### src/hw/rtl/mrwt_pkg.sv
// mrwt_pkg: shared types and codes for the miller-rabin witness test
// no dependencies
`timescale 1ns / 1ps
package mrwt_pkg;
  localparam int WIDTH = 32;
  localparam int KW = 6;
  localparam logic [1:0] VERDICT_PRIME = 2'd0;
  localparam logic [1:0] VERDICT_FACTOR = 2'd1;
  localparam logic [1:0] VERDICT_NOFACT = 2'd2;

  typedef logic [WIDTH-1:0] word_t;

  typedef struct packed {
    logic start;
    word_t x;
    word_t y;
  } mul_req_t;
endpackage

### src/hw/rtl/mrwt_mulmod.sv
// mrwt_mulmod: shift-add modular multiplier, one bit of y per cycle
// depends on mrwt_pkg
`timescale 1ns / 1ps
module mrwt_mulmod import mrwt_pkg::*; (
  input  logic     clk,
  input  logic     rst,
  input  mul_req_t req,
  input  word_t    n,
  output logic     done,
  output word_t    prod
);
  localparam int CW = $clog2(WIDTH);
  logic busy;
  logic [CW-1:0] cnt;
  word_t x, y, acc;
  logic [WIDTH:0] dbl, sum;
  word_t a1, a2;

  always_comb begin
    dbl = {acc, 1'b0};
    a1 = (dbl >= {1'b0, n}) ? WIDTH'(dbl - {1'b0, n}) : dbl[WIDTH-1:0];
    sum = {1'b0, a1} + {1'b0, x};
    a2 = y[WIDTH-1] ? ((sum >= {1'b0, n}) ? WIDTH'(sum - {1'b0, n}) : sum[WIDTH-1:0]) : a1;
  end

  assign prod = acc;

  always_ff @(posedge clk) begin
    done <= 1'b0;
    if (rst) begin
      busy <= 1'b0;
    end else if (req.start) begin
      busy <= 1'b1;
      x <= req.x;
      y <= req.y;
      acc <= '0;
      cnt <= '0;
    end else if (busy) begin
      acc <= a2;
      y <= {y[WIDTH-2:0], 1'b0};
      cnt <= cnt + 1'b1;
      if (cnt == CW'(WIDTH - 1)) begin
        busy <= 1'b0;
        done <= 1'b1;
      end
    end
  end
endmodule
### config.mk
export PLATFORM = sky130hd
export DESIGN_NAME = mrwt_mulmod
export DESIGN_NICKNAME = d
export VERILOG_FILES = /design/src/hw/rtl/mrwt_pkg.sv /design/src/hw/rtl/mrwt_mulmod.sv
export SDC_FILE = /design/constraint.sdc
export NUM_CORES = 1
export LEC_CHECK = 0
export BUFFER_PORTS_ARGS = -buffer_cell sky130_fd_sc_hd__buf_2
export CAP_MARGIN = 30
export CORE_ASPECT_RATIO = 1.4
export CORE_UTILIZATION = 50
export DETAILED_ROUTE_END_ITERATION = 6
export GPL_TIMING_DRIVEN = 0
export PLACE_DENSITY = 0.78
export SYNTH_ARGS = -nofsm -noshare
export SYNTH_HDL_FRONTEND = slang
export SYNTH_SLANG_ARGS = --single-unit
### constraint.sdc
create_clock -name clk -period 19.2 [get_ports clk]
set_input_delay 0.96 -clock clk [delete_from_list [all_inputs] [get_ports clk]]
set_output_delay 0.96 -clock clk [all_outputs]
set_load 0.01 [all_outputs]
==> out/metrics.cfg, run 1 <==
[timing]
fin_skew_ns=0.0226
fin_crit_sh=0.458
relSlewSlack=0.436
fmax_mhz=114
tns_ns=0
worst_slew_pin_slew_ns=0.845
slew_viol_final=0
finalSetupViolCount=0
fin_crit_ns=8.80
hold_viol_final=0
whs_ns=0.453
rsz0062_at_grt=false

[clocking]
cts_tree=yes
numCtsBuffers=9
cts-root-buf=clkbuf_16
clock_path_buffers=2
postCtsSetupBuffers=0
clk_latency_ns=0.37
cts.sinks=103
ctsHtreeMaxLevel=3
path_clk_slew_ns=0.08
post_cts_resized=0
cts_hold_buf=0

[global_route]
grt_use_total=0.279
overflow=0
antenna_found_initial=0
grt_pass1_wl_mm=45.0
grt_max_degree=34
first_global_vias=8872

[place]
io_buffer_count=131
dpl.hpwl_mm=24.0
dpl-instance-area_um2=11400
place_congestion=0.977

[layout]
finalInstanceArea_um2=11700
n_antenna_cell=0
n_fill_cell=1820
nets=1509
fin_util=0.581
area_growth_pct=13.0
drive_above_1_share=0.190

[routing]
vias=9492
avgViaCountPerCell=6.06
routed_wirelength_mm=29.2
met1Wirelength_mm=12.4
drc=0
dr_wl_met3_mm=1.80
ant_nets=0
dr_wl_met2_mm=13.9
drt_iter0_markers=671
firstDrtPassIters=5
top_layer=met4
wl_per_cell_um=18.6

[setup_path]
path_class=in -> reg
cp.required_ns=19.28
cp_common_cell=a21o_1
crit_path_end_kind=flip-flop
crit_path_top_delay_cell=o31ai_1
crit_fanout=10
critPathTopFamily=compound AO/OA/AOI/OAI gates
start_kind=input pin
worst_ep_arrival_time_ns=8.88
slowest_delay_ns=0.68
crit_buf_inv=8

[floorplan]
row_count=61
die_h_um=172
dieArea_um2=21200
core_region_area_um2=20100
start_util=0.514
io_pins=132
die_width_um=123

[outcome]
status=completed

[synth]
synth_cells=1165
synthFlopType=edfxtp_1
synth_area_leaders=edfxtp_1, ha_1, a21oi_1
netlist_area_um2=10300
synth_top_area_cell=edfxtp_1
ys_types=83
syn_nets=1365
yosys_warnings=0
yosysTopAreaCellShare=0.294
synth_edf_count=101
async_flop_share=0
seq_area_frac_synth=0.298
ys_ff_latch=103
synth_area_per_cell_um2=8.86

[min_path]
hp-class=reg -> reg

[job]
max_cap_viol_count=0

==> synth_stat cells (all sizes together), types with 14 or more instances <==
master,n
inv,70
nor2,90
nand2,116
a21o,42
ha,98
a211oi,19
clkbuf,19
o21a,16
xor2,22
buf,27
a21oi,104
xnor2,54
and2,14
mux2,51
nand3,25
o21ai,70
edfxtp,101
a31oi,19
nor3,20
==> state kept, by name, summed over array words and instances (netlist names) <==
register  cells
prod         32
x            32
y            32
cnt           5
busy          1
done          1
==> path summary, 6_finish.rpt <==
| kind | depth (start not counted) | start | slack (ns) | to |
|---|---|---|---|---|
| max reg2reg | 29 | prod[10] | 10.73 | prod[18] |
| min | 2 | busy | 0.45 | done |
| min reg2reg | 2 | busy | 0.45 | done |
| max | 32 | n[10] | 10.40 | prod[18] |
==> kinds of logic (layout without fill, tap and decap cells) <==
kind of cell / Yosys count / count (layout) / share of synthesized area
AND/OR/NAND/NOR: 335 / 335 / 0.152
flip-flops: 103 / 103 / 0.298
multiplexers: 54 / 54 / 0.0614
adder cells (fa/ha/maj): 101 / 101 / 0.125
AO/OA/AOI/OAI: 380 / 380 / 0.248
buffers and inverters: 116 / 265 / 0.0516
XOR/XNOR: 76 / 76 / 0.0645
==> metal layers <==
metal | track usage | up-vias
met4 | 0.115 | 0
met3 | 0.0297 | 56
li1 | - | 4645
met5 | 0 | -
met2 | 0.473 | 380
met1 | 0.360 | 4411
==> area by class of cell <==
class	count	area (um2)	share of cell area
inverters	70	263	0.0225
multi-input cells	946	6740	0.577
plain buffers	46	270	0.0232
well taps	252	315	0.0270
flip-flops and latches	103	3070	0.263
clock buffers	9	225	0.0193
clock inverters	7	91.3	0.00783
repair buffers	133	696	0.0596
==> worst reg2reg max path: cells and delay by family (launching register included) <==
kind            cells  cell delay [ns]
compound gates     12             3.19
mux                 1             0.35
buf+inv             5             0.99
flops               1             0.45
simple gates        8             2.08
fa+ha+maj           3             1.13
==> layout by cell type, fill, tap and decap left out, types with 6 or more instances in the layout <==
master and count:
o21a_1 16, o2111ai_1 8, nor2b_1 10, xnor2_1 54, mux2_4 8, clkbuf_1 19, a311oi_1 13, o21ai_0 66
nor2_1 86, nand3_1 25, and2_1 13, a21oi_1 103, and3_1 13, nand2b_1 9, nand4_1 12, o21bai_1 13
o211ai_1 11, nand2_1 116, edfxtp_1 101, or2_2 6, clkbuf_16 9, nor3_1 20, ha_1 98, a211oi_1 19
a41oi_1 6, inv_1 70, a31oi_1 19, xor2_1 22, a21o_1 41, mux2_2 43, buf_2 144
==> stage by stage <==
| step | instances | setup WS, ns |
|---|---|---|
| 3_5_place_dp | 1550 | 10.32 |
| 2_1_floorplan | 1165 | 12.03 |
| 4_1_cts | 1566 | 10.64 |
| 3_3_place_gp | 1548 | 10.32 |
| 5_1_grt | 1566 | 10.06 |
| 6_report | 1566 | 10.40 |
Power of run 1 is not shown: default switching activity piles up to over one toggle a cycle in this logic, so the estimate is an artifact.
==> run 2, diff against run 1 <==
Clock period 19.2 ns to 8.3 ns, I/O delays scaled along.
==> out/metrics.cfg, run 2 (synthesis results as in run 1) <==
[global_route]
antenna_found_initial=0  ; unchanged
first_global_vias=8872  ; unchanged
overflow=0  ; unchanged
grt_pass1_wl_mm=45.0  ; unchanged
grt_use_total=0.279  ; unchanged
grt_max_degree=34  ; unchanged

[floorplan]
dieArea_um2=21200  ; unchanged
die_h_um=172  ; unchanged
die_width_um=123  ; unchanged
io_pins=132  ; unchanged
row_count=61  ; unchanged
core_region_area_um2=20100  ; unchanged
start_util=0.514  ; unchanged

[setup_path]
slowest_delay_ns=0.45  ; -0.23 ns
path_class=reg -> reg
crit_path_end_kind=flip-flop
ff2ff_path_depth=30  ; +3.4%
cp.required_ns=8.38  ; -10.90 ns
crit_fanout=10  ; unchanged
crit_path_top_delay_cell=edfxtp_1
start_kind=flip-flop
cp_common_cell=a21o_1
worst_ep_arrival_time_ns=7.96  ; -0.92 ns

[place]
io_buffer_count=131  ; unchanged
dpl-instance-area_um2=11400  ; unchanged
pre_cts_ws_ns=-0.0394  ; -10.36 ns
dpl.hpwl_mm=24.0  ; unchanged
place_congestion=0.977  ; unchanged

[timing]
tns_ns=0  ; unchanged
fmax_mhz=127
layout_setup_ws_ns=0.414  ; -9.99 ns
whs_ns=0.215  ; -0.238 ns
fin_crit_sh=0.950
finalSetupViolCount=0  ; unchanged
hold_viol_final=0  ; unchanged
fin_skew_ns=0.0229  ; +0.000334 ns
rsz0062_at_grt=false
slew_viol_final=0  ; unchanged
worst_slew_pin_slew_ns=0.849  ; +0.00446 ns
relSlewSlack=0.434  ; -0.00164
fin_crit_ns=7.89

[clocking]
numCtsBuffers=9  ; unchanged
cts_hold_buf=0  ; unchanged
cts-root-buf=clkbuf_16
ctsHtreeMaxLevel=3  ; unchanged
cts.sinks=103  ; unchanged
cts_tree=yes
clock_path_buffers=2  ; unchanged
path_clk_slew_ns=0.10  ; +0.02 ns
clk_latency_ns=0.37  ; about the same

[routing]
vias=9510  ; +0.19%
dr_wl_met2_mm=13.9  ; +0.37%
ant_nets=0  ; unchanged
drt_iter0_markers=627  ; -6.6%
routed_wirelength_mm=29.3  ; +0.42%
dr_wl_met3_mm=1.80  ; about the same
firstDrtPassIters=6  ; +1
met1Wirelength_mm=12.5  ; +0.55%
top_layer=met4
drc=0  ; unchanged
wl_per_cell_um=18.7  ; +0.23%
avgViaCountPerCell=6.06  ; about the same

[min_path]
hp-class=in -> reg
hold_depth=1  ; -1

[outcome]
status=completed

[layout]
finalInstanceArea_um2=11700  ; +0.43%
drive_above_1_share=0.195  ; +0.00488
layout_commonest_cell=buf_2
area_growth_pct=13.5
final_cell_mix=buf_2, nand2_1, a21oi_1
n_antenna_cell=0  ; unchanged
nets=1512  ; +0.20%

[job]
max_cap_viol_count=0  ; unchanged

run 2: changes by cell type in the layout (fill, tap and decap cells not counted), sizes merged:
cell,before,now
clkbuf,28,29
buf,160,162
run 2: area by class of cell:
class	instances	area [um2]
Clock inverter	7	91.3
Clock buffer	9	225
Sequential cell	103	3070
Buffer	46	273
Fill cell	1810	8350
Multi-Input combinational cell	946	6760
Tap cell	252	315
Inverter	70	263
Timing Repair Buffer	136	718
run 2: path summary, 6_finish.rpt:
check,startpoint,to,slack [ns]
worst min-delay path,req[33],x[1],0.21
worst min register to register,busy,done,0.45
worst max-delay path,prod[10],prod[18],0.41
worst max register to register,prod[10],prod[18],0.41
run 2: critical path, delay by kind of cell (launching register included):
kind                       cells  cell delay, ns
AOI/OAI and AO/OA             17            4.11
adders and majority gates      3            1.03
buffers and inverters          4            0.85
DFF                            1            0.45
and+or+nand+nor                6            1.17
run 2: layer usage:
| layer | track usage | vias to the layer above |
|---|---|---|
| li1 | - | 4658 |
| met1 | 0.360 | 4410 |
| met2 | 0.473 | 384 |
| met3 | 0.0297 | 58 |
| met4 | 0.115 | 0 |
| met5 | 0 | - |
run 2: metrics by stage:
stage          std cells   util
2_1_floorplan       1165      -
3_3_place_gp        1548  0.563
3_5_place_dp        1550  0.566
4_1_cts             1566  0.581
5_1_grt             1569  0.584
6_report            1569  0.584
run 2: timing repair:
action / 4_1_cts / 5_1_grt
endpoints found under the setup margin: 0 / 32
buffers inserted: 0 / 3
gates resized for setup: 0 / 6
Power of run 2 is left out for the same reason.
